<file path="src/hdl/assert_macros.svh">
// Assertion macros shared by the RTL of the glob matcher.
// Each macro expects i_clk and i_rst_n in the scope where it is used.
`ifndef ASSERT_MACROS_SVH
`define ASSERT_MACROS_SVH

// Same-cycle implication, sampled on the rising clock edge, off during reset.
`define GWM_ASSERT_IMP(label, ante, cons, msg) \
    label: assert property (@(posedge i_clk) disable iff (!i_rst_n) (ante) |-> (cons)) \
        else $error(msg);

// Next-cycle implication.
`define GWM_ASSERT_NXT(label, ante, cons, msg) \
    label: assert property (@(posedge i_clk) disable iff (!i_rst_n) (ante) |=> (cons)) \
        else $error(msg);

`endif

</file>
<file path="src/hdl/gwm_pkg.sv">
// Shared types and constants of the glob wildcard matcher.
// No dependencies.
package gwm_pkg;

    localparam int MAX_LEN = 255;
    localparam int LEN_W   = 8;

    typedef logic [LEN_W-1:0] t_len;
    typedef logic [8:0]       t_sym;   // byte value, or END_MARK past a string end

    localparam t_sym END_MARK = 9'd256;

    localparam logic [1:0] OP_CLEAR = 2'd0;
    localparam logic [1:0] OP_PAT   = 2'd1;
    localparam logic [1:0] OP_TGT   = 2'd2;
    localparam logic [1:0] OP_RUN   = 2'd3;

    localparam logic [1:0] ST_MATCH   = 2'd0;
    localparam logic [1:0] ST_NOMATCH = 2'd1;
    localparam logic [1:0] ST_ERROR   = 2'd2;

    localparam logic [1:0] MODE_IMM   = 2'd0;
    localparam logic [1:0] MODE_FIRST = 2'd1;
    localparam logic [1:0] MODE_LAST  = 2'd2;

    localparam logic [7:0] CH_STAR  = 8'h2A;
    localparam logic [7:0] CH_QUES  = 8'h3F;
    localparam logic [7:0] CH_LBRK  = 8'h5B;
    localparam logic [7:0] CH_RBRK  = 8'h5D;
    localparam logic [7:0] CH_CARET = 8'h5E;
    localparam logic [7:0] CH_DASH  = 8'h2D;
    localparam logic [7:0] CH_BSLS  = 8'h5C;

endpackage

</file>
<file path="src/hdl/glob_wildcard_matcher.sv">
// Glob wildcard matcher: pattern and target stores plus the scan sequencer.
// Depends on gwm_pkg and assert_macros.svh.
//
// Usage:
//   Input channel (i_s_*): each beat carries a command in i_s_tuser and a byte
//   in i_s_tdata. Clear empties both strings, append-pattern and append-target
//   write one byte each (bytes past 255 are dropped), run matches the whole
//   target against the glob pattern.
//   Output channel (o_m_*): one beat per run, status in o_m_tdata[1:0]
//   (match, no match, malformed pattern). Other commands give no beat.
//   Throughput: clear and append take one beat per cycle while the input is
//   ready. A run walks both stores through one registered read port each;
//   every scan step has a fetch state and an evaluate state, and a segment
//   between two stars is retried at each target offset. Result appears the
//   cycle after the scan ends.
//   The input is not ready while a run is active, nor while an earlier
//   result still waits on a stalled receiver; the result register holds
//   until it is taken.
//   Reset empties both strings and drops any pending result; store contents
//   are left as they are.
`include "assert_macros.svh"

module glob_wildcard_matcher (
    input  logic       i_clk,
    input  logic       i_rst_n,
    input  logic       i_s_tvalid,
    output logic       o_s_tready,
    input  logic [7:0] i_s_tdata,   // [7:0] char_byte
    input  logic [1:0] i_s_tuser,   // [1:0] opcode
    output logic       o_m_tvalid,
    input  logic       i_m_tready,
    output logic [7:0] o_m_tdata    // [1:0] status, [7:2] zero
);
    import gwm_pkg::*;

    localparam logic [4:0] S_IDLE     = 5'd0;
    localparam logic [4:0] S_START_F  = 5'd1;
    localparam logic [4:0] S_START    = 5'd2;
    localparam logic [4:0] S_MEAS_F   = 5'd3;
    localparam logic [4:0] S_MEAS     = 5'd4;
    localparam logic [4:0] S_MESC_F   = 5'd5;
    localparam logic [4:0] S_MESC     = 5'd6;
    localparam logic [4:0] S_SEG      = 5'd7;
    localparam logic [4:0] S_MH_F     = 5'd8;
    localparam logic [4:0] S_MH       = 5'd9;
    localparam logic [4:0] S_MHESC_F  = 5'd10;
    localparam logic [4:0] S_MHESC    = 5'd11;
    localparam logic [4:0] S_SNEG_F   = 5'd12;
    localparam logic [4:0] S_SNEG     = 5'd13;
    localparam logic [4:0] S_SLO_F    = 5'd14;
    localparam logic [4:0] S_SLO      = 5'd15;
    localparam logic [4:0] S_SLOESC_F = 5'd16;
    localparam logic [4:0] S_SLOESC   = 5'd17;
    localparam logic [4:0] S_SDASH_F  = 5'd18;
    localparam logic [4:0] S_SDASH    = 5'd19;
    localparam logic [4:0] S_SHI_F    = 5'd20;
    localparam logic [4:0] S_SHI      = 5'd21;
    localparam logic [4:0] S_SHIESC_F = 5'd22;
    localparam logic [4:0] S_SHIESC   = 5'd23;

    localparam t_len LEN_MAX = t_len'(MAX_LEN);

    // Byte stores, one write and one registered read port each.
    logic [7:0] pat_mem [0:(1<<LEN_W)-1];
    logic [7:0] tgt_mem [0:(1<<LEN_W)-1];
    logic [7:0] r_pat_q, r_tgt_q;

    logic [4:0] r_state, n_state;
    t_len       r_pl, n_pl, r_tl, n_tl;
    t_len       r_pp, n_pp, r_tp, n_tp;
    t_len       r_ss, n_ss, r_se, n_se, r_srl, n_srl;
    t_len       r_i, n_i, r_saved, n_saved;
    t_len       r_lo, n_lo;
    t_sym       r_tc, n_tc;
    logic [1:0] r_mode, n_mode;
    logic       r_in_set, n_in_set, r_star_br, n_star_br, r_cur_star, n_cur_star;
    logic       r_neg, n_neg, r_found, n_found;
    logic       r_ovalid, n_ovalid;
    logic [1:0] r_ostat, n_ostat;

    logic       s_acc;
    logic       p_end, t_end;
    t_sym       pc, tc;
    logic       fail, fin;
    logic [1:0] fin_st;
    logic       is_star;
    t_len       pp_inc;

    assign o_s_tready = (r_state == S_IDLE) && (!r_ovalid || i_m_tready);
    assign s_acc      = i_s_tvalid && o_s_tready;
    assign o_m_tvalid = r_ovalid;
    assign o_m_tdata  = {6'd0, r_ostat};

    // Data of the current fetch belongs to r_pp / r_tp, which fetch states leave alone unless S_MH_F ends a segment.
    assign p_end  = (r_pp >= r_pl);
    assign t_end  = (r_tp >= r_tl);
    assign pc     = p_end ? END_MARK : {1'b0, r_pat_q};
    assign tc     = t_end ? END_MARK : {1'b0, r_tgt_q};
    assign pp_inc = r_pp + t_len'(1);

    always_ff @(posedge i_clk) begin
        if (s_acc && i_s_tuser == OP_PAT && r_pl != LEN_MAX) begin
            pat_mem[r_pl] <= i_s_tdata;
        end
        if (s_acc && i_s_tuser == OP_TGT && r_tl != LEN_MAX) begin
            tgt_mem[r_tl] <= i_s_tdata;
        end
        r_pat_q <= pat_mem[r_pp];
        r_tgt_q <= tgt_mem[r_tp];
    end

    always_comb begin
        n_state    = r_state;
        n_pl       = r_pl;
        n_tl       = r_tl;
        n_pp       = r_pp;
        n_tp       = r_tp;
        n_ss       = r_ss;
        n_se       = r_se;
        n_srl      = r_srl;
        n_i        = r_i;
        n_saved    = r_saved;
        n_lo       = r_lo;
        n_tc       = r_tc;
        n_mode     = r_mode;
        n_in_set   = r_in_set;
        n_star_br  = r_star_br;
        n_cur_star = r_cur_star;
        n_neg      = r_neg;
        n_found    = r_found;
        n_ovalid   = r_ovalid && !i_m_tready;
        n_ostat    = r_ostat;
        fail       = 1'b0;
        fin        = 1'b0;
        fin_st     = ST_MATCH;
        is_star    = 1'b0;

        unique case (r_state)
            S_IDLE: begin
                if (s_acc) begin
                    unique case (i_s_tuser)
                        OP_CLEAR: begin
                            n_pl = '0;
                            n_tl = '0;
                        end
                        OP_PAT: if (r_pl != LEN_MAX) n_pl = r_pl + t_len'(1);
                        OP_TGT: if (r_tl != LEN_MAX) n_tl = r_tl + t_len'(1);
                        OP_RUN: begin
                            n_pp    = '0;
                            n_tp    = '0;
                            n_state = S_START_F;
                        end
                        default: ;
                    endcase
                end
            end
            S_START_F: n_state = S_START;
            S_START: begin
                n_srl    = '0;
                n_in_set = 1'b0;
                priority if (p_end) begin
                    fin = 1'b1;
                end else if (pc == {1'b0, CH_RBRK}) begin
                    fin    = 1'b1;
                    fin_st = ST_ERROR;
                end else if (pc == {1'b0, CH_STAR}) begin
                    n_pp      = pp_inc;
                    n_ss      = pp_inc;
                    n_star_br = 1'b1;
                    n_state   = S_MEAS_F;
                end else begin
                    n_ss      = r_pp;
                    n_star_br = 1'b0;
                    n_state   = S_MEAS_F;
                end
            end
            S_MEAS_F: n_state = S_MEAS;
            S_MEAS: begin
                n_pp    = p_end ? r_pp : pp_inc;
                is_star = (pc == {1'b0, CH_STAR});
                if (r_in_set) begin
                    if (pc == {1'b0, CH_RBRK}) n_in_set = 1'b0;
                end else if (!p_end) begin
                    n_srl = r_srl + t_len'(1);
                end
                if (pc == {1'b0, CH_LBRK}) n_in_set = 1'b1;
                priority if (r_in_set && pc == {1'b0, CH_LBRK}) begin
                    fin    = 1'b1;
                    fin_st = ST_ERROR;
                end else if (pc == {1'b0, CH_BSLS}) begin
                    n_state = S_MESC_F;
                end else if (p_end || is_star) begin
                    if (r_in_set) begin
                        fin    = 1'b1;
                        fin_st = ST_ERROR;
                    end else begin
                        // drop the closing star from the segment
                        n_se       = is_star ? pp_inc - t_len'(1) : r_pp;
                        n_srl      = is_star ? r_srl : r_srl;
                        n_cur_star = is_star;
                        n_state    = S_SEG;
                    end
                end else begin
                    n_state = S_MEAS_F;
                end
            end
            S_MESC_F: n_state = S_MESC;
            S_MESC: begin
                if (p_end) begin
                    fin    = 1'b1;
                    fin_st = ST_ERROR;
                end else begin
                    n_pp    = pp_inc;
                    n_state = S_MEAS_F;
                end
            end
            S_SEG: begin
                n_saved = r_pp;
                n_pp    = r_ss;
                n_state = S_MH_F;
                priority if (!r_star_br) begin
                    n_mode = MODE_IMM;
                end else if (r_cur_star) begin
                    n_mode = MODE_FIRST;
                    n_i    = r_tp;
                end else if ((r_tl - r_tp) < r_srl) begin
                    fin    = 1'b1;
                    fin_st = ST_NOMATCH;
                end else begin
                    n_mode = MODE_LAST;
                    n_tp   = r_tl - r_srl;
                end
            end
            S_MH_F: begin
                if (r_pp >= r_se) begin
                    // segment fits here
                    n_pp      = r_saved;
                    n_ss      = r_saved;
                    n_srl     = '0;
                    n_in_set  = 1'b0;
                    n_star_br = 1'b1;
                    priority if (r_mode == MODE_FIRST) begin
                        n_state = S_MEAS_F;
                    end else if (r_mode == MODE_IMM && r_cur_star) begin
                        n_state = S_MEAS_F;
                    end else if (r_mode == MODE_IMM && r_tp < r_tl) begin
                        fin    = 1'b1;
                        fin_st = ST_NOMATCH;
                    end else begin
                        fin = 1'b1;
                    end
                end else begin
                    n_state = S_MH;
                end
            end
            S_MH: begin
                n_pp = pp_inc;
                n_tp = t_end ? r_tp : r_tp + t_len'(1);
                n_tc = tc;
                priority if (r_pat_q == CH_QUES) begin
                    if (t_end) fail = 1'b1;
                    else n_state = S_MH_F;
                end else if (r_pat_q == CH_LBRK) begin
                    n_state = S_SNEG_F;
                end else if (r_pat_q == CH_BSLS) begin
                    n_state = S_MHESC_F;
                end else if ({1'b0, r_pat_q} != tc) begin
                    fail = 1'b1;
                end else begin
                    n_state = S_MH_F;
                end
            end
            S_MHESC_F: n_state = S_MHESC;
            S_MHESC: begin
                n_pp = pp_inc;
                if ({1'b0, r_pat_q} != r_tc) fail = 1'b1;
                else n_state = S_MH_F;
            end
            S_SNEG_F: n_state = S_SNEG;
            S_SNEG: begin
                n_found = 1'b0;
                n_state = S_SLO_F;
                if (!p_end && r_pat_q == CH_CARET) begin
                    n_neg = 1'b1;
                    n_pp  = pp_inc;
                end else begin
                    n_neg = 1'b0;
                end
            end
            S_SLO_F: n_state = S_SLO;
            S_SLO: begin
                n_pp = pp_inc;
                priority if (p_end) begin
                    fin    = 1'b1;
                    fin_st = ST_ERROR;
                end else if (r_pat_q == CH_RBRK) begin
                    if (r_tc != END_MARK && (r_found ^ r_neg)) n_state = S_MH_F;
                    else fail = 1'b1;
                end else if (r_pat_q == CH_DASH || r_pat_q == CH_STAR ||
                             r_pat_q == CH_QUES || r_pat_q == CH_LBRK) begin
                    fin    = 1'b1;
                    fin_st = ST_ERROR;
                end else if (r_pat_q == CH_BSLS) begin
                    n_state = S_SLOESC_F;
                end else begin
                    n_lo    = r_pat_q;
                    n_state = S_SDASH_F;
                end
            end
            S_SLOESC_F: n_state = S_SLOESC;
            S_SLOESC: begin
                if (p_end) begin
                    fin    = 1'b1;
                    fin_st = ST_ERROR;
                end else begin
                    n_pp    = pp_inc;
                    n_lo    = r_pat_q;
                    n_state = S_SDASH_F;
                end
            end
            S_SDASH_F: n_state = S_SDASH;
            S_SDASH: begin
                if (!p_end && r_pat_q == CH_DASH) begin
                    n_pp    = pp_inc;
                    n_state = S_SHI_F;
                end else begin
                    if (r_tc == {1'b0, r_lo}) n_found = 1'b1;
                    n_state = S_SLO_F;
                end
            end
            S_SHI_F: n_state = S_SHI;
            S_SHI: begin
                n_pp = pp_inc;
                priority if (p_end) begin
                    fin    = 1'b1;
                    fin_st = ST_ERROR;
                end else if (r_pat_q == CH_BSLS) begin
                    n_state = S_SHIESC_F;
                end else begin
                    if (r_tc >= {1'b0, r_lo} && r_tc <= {1'b0, r_pat_q}) n_found = 1'b1;
                    n_state = S_SLO_F;
                end
            end
            S_SHIESC_F: n_state = S_SHIESC;
            S_SHIESC: begin
                if (p_end) begin
                    fin    = 1'b1;
                    fin_st = ST_ERROR;
                end else begin
                    n_pp = pp_inc;
                    if (r_tc >= {1'b0, r_lo} && r_tc <= {1'b0, r_pat_q}) n_found = 1'b1;
                    n_state = S_SLO_F;
                end
            end
            default: n_state = S_IDLE;
        endcase

        // A failed fit retries one target offset later in first-fit mode only.
        if (fail) begin
            if (r_mode == MODE_FIRST && r_i != r_tl) begin
                n_i     = r_i + t_len'(1);
                n_pp    = r_ss;
                n_tp    = r_i + t_len'(1);
                n_state = S_MH_F;
            end else begin
                fin    = 1'b1;
                fin_st = ST_NOMATCH;
            end
        end

        if (fin) begin
            n_state  = S_IDLE;
            n_ovalid = 1'b1;
            n_ostat  = fin_st;
        end
    end

    always_ff @(posedge i_clk) begin
        if (!i_rst_n) begin
            r_state  <= S_IDLE;
            r_pl     <= '0;
            r_tl     <= '0;
            r_pp     <= '0;
            r_tp     <= '0;
            r_ovalid <= 1'b0;
        end else begin
            r_state  <= n_state;
            r_pl     <= n_pl;
            r_tl     <= n_tl;
            r_pp     <= n_pp;
            r_tp     <= n_tp;
            r_ovalid <= n_ovalid;
        end
    end

    always_ff @(posedge i_clk) begin
        r_ss       <= n_ss;
        r_se       <= n_se;
        r_srl      <= n_srl;
        r_i        <= n_i;
        r_saved    <= n_saved;
        r_lo       <= n_lo;
        r_tc       <= n_tc;
        r_mode     <= n_mode;
        r_in_set   <= n_in_set;
        r_star_br  <= n_star_br;
        r_cur_star <= n_cur_star;
        r_neg      <= n_neg;
        r_found    <= n_found;
        r_ostat    <= n_ostat;
    end

    `GWM_ASSERT_IMP(a_pp_in_range, r_state != S_IDLE, r_pp <= r_pl,
        "pattern position past pattern end during a run")
    `GWM_ASSERT_IMP(a_tp_in_range, r_state != S_IDLE, r_tp <= r_tl,
        "target position past target end during a run")
    `GWM_ASSERT_NXT(a_run_busy, s_acc && i_s_tuser == OP_RUN, !o_s_tready,
        "input still ready after a run was taken")
    `GWM_ASSERT_IMP(a_status_code, o_m_tvalid,
        r_ostat == ST_MATCH || r_ostat == ST_NOMATCH || r_ostat == ST_ERROR,
        "result carries an unknown status code")

endmodule
</file>
<file path="config.mk">
export PLATFORM = sky130hd
export DESIGN_NAME = glob_wildcard_matcher
export DESIGN_NICKNAME = d
export VERILOG_FILES = /design/src/hdl/gwm_pkg.sv /design/src/hdl/glob_wildcard_matcher.sv
export VERILOG_INCLUDE_DIRS = /design/src /design/src/hdl
export SDC_FILE = /design/constraint.sdc
export NUM_CORES = 2
export LEC_CHECK = 0
export ABC_CLOCK_PERIOD_IN_PS = 14600
export BUFFER_PORTS_ARGS = -buffer_cell sky130_fd_sc_hd__buf_4
export CORE_MARGIN = 2
export CORE_UTILIZATION = 55
export CTS_BUF_LIST = sky130_fd_sc_hd__clkbuf_8
export DETAILED_ROUTE_END_ITERATION = 16
export PLACE_DENSITY = 0.75
export SYNTH_ARGS = -nofsm -noshare
export SYNTH_HDL_FRONTEND = slang
export SYNTH_SLANG_ARGS = --single-unit
</file>
<file path="constraint.sdc">
create_clock -name i_clk -period 14.6 [get_ports i_clk]
set_clock_uncertainty 0.2 [all_clocks]
set_input_delay 2.19 -clock i_clk [delete_from_list [all_inputs] [get_ports i_clk]]
set_output_delay 2.19 -clock i_clk [all_outputs]
set_load 0.05 [all_outputs]
</file>
Word level (Yosys, flattened, before mapping) --
Memory sizes are Yosys's and may differ from the RTL's. A register that Yosys moved wholly into a read port is not among the register bits. Cells that the tools add are included.
Word-level totals: register bits after elaboration 104, bits in latches 0, RAM bits 4096, memory bits (read-only) 0, bits of input ports 14, output and inout port bits 10, logic and storage cells 309, memories 2
Memories:
- pat_mem | words 256, bits a word 8, rd ports 1, clocked after Yosys merged registers in 1, wr ports 1, line glob_wildcard_matcher.sv:64 | logic [7:0] pat_mem [0:(1<<LEN_W)-1];
- tgt_mem | words 256, bits a word 8, rd ports 1, clocked after Yosys merged registers in 1, wr ports 1, line glob_wildcard_matcher.sv:65 | logic [7:0] tgt_mem [0:(1<<LEN_W)-1];
Cells by class: $add $sub $neg 9, multiply operators 0, divide/modulo/power cells 0, order comparisons 7, equality and inequality tests 62, shift-type cells 0, multiplexer cells 156, bitwise gates (word level) 6, reduce and logical (&&, ||, !) cells 46
Operator list (number):
- 8-bit 2-to-1 mux | 42
- 5-bit 2-to-1 mux | 29
- 5-bit case mux with 24 select lines | 1
- 8-bit case mux with 2 select lines | 4
- 8-bit case mux with 8 select lines | 1
- 1-bit 2-to-1 mux | 55
- 8-bit by 1-bit adder with 8-bit output, second input constant | 6
- 8-bit case mux with 3 select lines | 2
- 5-bit by 4-bit equality test with 1-bit output, second input constant | 8
- 5-bit equality test, second input constant | 8
- 8-bit by 7-bit equality test with 1-bit output, second input constant | 4
- 2-bit 2-to-1 mux | 14
- 9-bit by 7-bit equality test with 1-bit output, second input constant | 3
- 2-bit != test, second input constant | 13
- 8-bit by 6-bit equality test with 1-bit output, second input constant | 3
- 8-bit greater-or-equal comparator | 3
- 5-bit by 3-bit equality test with 1-bit output, second input constant | 4
- 9-bit 2-to-1 mux | 2
- 8-bit by 9-bit != test with 1-bit output | 2
- 8-bit < comparator | 2
- 8-bit != test, second input constant | 2
- 8-bit subtractor | 2
- 1-bit logical AND | 15
- 2-bit case mux with 6 select lines | 1
- 34 further kinds | 60

Logic depth before layout (Yosys ltp) --
word-level depth 11, mapped depth 21, gate-level depth less buffers 16

Least setup slack after synthesis --
Ideal clock, no wire load.
path kind input-to-output, start point input i_m_tready, end point output o_s_tready, arrival time 2830 ps, required time 12210 ps, setup slack 9380 ps, cell stages on the path 2, path buffers 0, cell sequence nand2b_1 -> and3_1
Between the ends: cells in the longest elaborated chain, start to end 2
RTL lines:
- from (decl) | line glob_wildcard_matcher.sv:31 | input logic i_m_tready,
- 1-bit logical OR | line glob_wildcard_matcher.sv:89 | assign o_s_tready = (r_state == S_IDLE) && (!r_ovalid || i_m_tready);
- 1-bit logical AND | line glob_wildcard_matcher.sv:89
- to (decl) | line glob_wildcard_matcher.sv:27 | output logic o_s_tready,
Every way passes these cells.

==> flow_summary.json <==
{
  "outcome": "finished clean",
  "synth_seq_cells": 4216,
  "first_global_vias": 86500,
  "drtAntennaViolNets": 0,
  "path_cells": "buf_12, buf_4, buf_4, mux4_2, nor2_1, nor2_1, o21ai_0, a21oi_1, nor4_1, nor4_1",
  "core_um2": 302000,
  "start_kind": "flop",
  "gp_congestion": 0.8914,
  "power_mw": 22.80,
  "clk_latency_ns": 1.21,
  "die_w_um": 554.3,
  "fmax_ghz": 0.1534,
  "hold_viol_final": 0,
  "clk_pin_slew_ns": 0.06,
  "drtIter0Drc": 12430,
  "post-route-util": 0.6051,
  "max_stage_delay_ns": 1.11,
  "period_minus_slack_ns": 6.520,
  "dr.pass1.iters": 8,
  "cpMaxStageDelayCell": "nor4_1",
  "routed_wl_um": 411300,
  "grt_usage": 0.2642,
  "finalWorstSetupSlack_ns": 8.080,
  "critPathKind": "reg -> reg",
  "synth_cells": 8468,
  "dr_total_vias": 87590,
  "slew_headroom": 0.09709,
  "yosysSeqAreaShare": 0.7564,
  "slew_viol_final": 0,
  "netlist.area_leader.share": 0.7489,
  "yosys_most_used_dff": "edfxtp_1",
  "drc": 0,
  "vias_per_cell": 6.600,
  "die_y_um": 554.3,
  "wl_per_cell_um": 30.99,
  "crit_buf_inv": 3,
  "synth_edf_count": 4154,
  "root_buffer": "clkbuf_8",
  "grt_max_degree": 183,
  "arrival_ns": 7.32,
  "rows": 202,
  "initial_core_util": 0.5515,
  "pwr-share-seq": 0.584,
  "max-cap-violations": 0,
  "swShare": 0.2141,
  "synth_warnings": 0,
  "p_leak_nw": 55.59,
  "cts_resized": 0,
  "tns_ns": 0,
  "worstPathRequired_ns": 15.40,
  "clock_power_share": 0.403,
  "place_ws_ns": 8.018,
  "rsz0062_at_grt": "false",
  "htreeDepth": 6,
  "ir_drop_mv": 0.1213,
  "die_area_um2": 307300,
  "cts_buffers": 639,
  "grt_pass1_wl_um": 596300,
  "cts.sinks": 4216,
  "cts_tree": "built",
  "netlist_area_um2": 166600,
  "fin_crit_sh": 0.4466,
  "critPathTopFamily": "buffers and inverters",
  "synthTopCellsByArea": "edfxtp_1 75%, mux4_2 11%, mux2i_1 2.3%",
  "end_kind": "flop",
  "overflow": 0,
  "yosysTopAreaCell": "edfxtp_1",
  "path_max_fanout": 113,
  "worst_pin_slew_ns": 1.342,
  "antenna_found_initial": 9,
  "min_path_type": "reg -> reg",
  "ios": 24,
  "nets": 8868,
  "switchingPower_mw": 4.880,
  "fill_cells": 20500,
  "hold_buffers": 0,
  "port_buffers": 17,
  "top_regs": "pat_mem x2048, tgt_mem x2048, r_tc x9",
  "avgSynthCellArea_um2": 19.67,
  "powerDensity_nw_per_um2": 124.7,
  "r2r_slack_ns": 8.08,
  "ctsLongestPathBuffers": 4,
  "syn_to_final_growth_pct": 9.722,
  "drive_gt1_frac": 0.2088,
  "yosys.cell_types.count": 88,
  "p_int_mw": 17.92,
  "post_cts_buffers": 0,
  "p_comb_frac": 0.013,
  "dp_hpwl_um": 242400,
  "setup_violations": 0,
  "async_reset_ff_frac": 0
}
## power groups by stage
stage	logic (mW)	clock network (mW)	registers, mW
5_1_grt	0.310	9.78	13.3
2_1_floorplan	0.0415	0	13.6
4_1_cts	0.292	9.29	13.3
3_5_place_dp	0.292	0	13.6
6_report	0.292	9.20	13.3
3_3_place_gp	0.279	0	13.6
## logic make-up (layout without fill, tap and decap cells)
kind of cell               Yosys count  after routing  share of synthesized area
buffers and inverters              590           1388                    0.01760
adders and majority gates           68             68                   0.005198
and+or+nand+nor                   1169           1169                    0.03131
other                                1             27                 0.00002251
AOI/OAI and AO/OA                 1114           1114                    0.04741
muxes                             1240           1240                     0.1384
DFF                               4216           4216                     0.7564
xor gates and xnor gates            70             70                   0.003681
## metal layers
layer  global-route usage  part of all wire
met1               0.3685              0.37
met2               0.4102              0.47
met3              0.05373              0.11
met4               0.1126             0.046
met5                    0           0.00022
## Yosys cell counts (66+ instances only)
library cell,n
a21oi_1,278
a22oi_1,159
buf_2,106
buf_4,67
clkbuf_1,275
edfxtp_1,4154
ha_1,66
mux2i_1,375
mux4_2,849
nand2_1,163
nor2_1,641
nor3_1,110
o21ai_0,80
o221ai_1,160
o22ai_1,108
## path summary, 6_finish.rpt
| path | startpoint | end | depth (start not counted) |
|---|---|---|---|
| hold / removal | r_i[1] | r_i[1] | 2 |
| hold reg to reg | r_i[1] | r_i[1] | 2 |
| setup reg to reg | r_pp[0] | r_pat_q[4] | 10 |
| setup / recovery | r_pp[0] | r_pat_q[4] | 10 |
## worst reg2reg max path, stage by stage, from the launching register on
cell     delay [ns]
dfxtp_4        0.85
buf_12         0.65
buf_4          1.13
buf_4          1.04
mux4_2         0.65
nor2_1         0.13
nor2_1         0.09
o21ai_0        0.21
a21oi_1        0.10
nor4_1         1.11
nor4_1         0.17
## cell type report
| type | instances | area [um^2] | area share |
|---|---|---|---|
| Tap cell | 3978 | 4977 | 0.02723 |
| Inverter | 66 | 254.0 | 0.001390 |
| Sequential cell | 4216 | 126000 | 0.6895 |
| Timing Repair Buffer | 180 | 1584 | 0.008667 |
| Clock buffer | 657 | 9042 | 0.04948 |
| Multi-Input combinational cell | 3683 | 37980 | 0.2078 |
| Antenna cell | 5 | 12.51 | 0.00006846 |
| Clock inverter | 485 | 2905 | 0.01590 |
## per-stage QoR
stage | instance area, um^2 | hold WS [ns] | std cells
floorplan | 166600 | 0.2064 | 8489
global placement | 170700 | 0.3201 | 12120
detailed placement | 170800 | 0.3227 | 12120
CTS | 182700 | 0.3362 | 13270
global route | 182700 | 0.3579 | 13270
finish | 182800 | 0.3431 | 13270
## cells in the final DEF, fill, tap and decap left out, types with 159 or more instances in the layout
master	n
nor2_1	636
inv_1	267
nand2_1	160
a21oi_1	278
edfxtp_1	4154
mux2i_1	375
mux4_2	849
o221ai_1	160
clkbuf_8	657
a22oi_1	159
(Power assumes the default switching activity.)
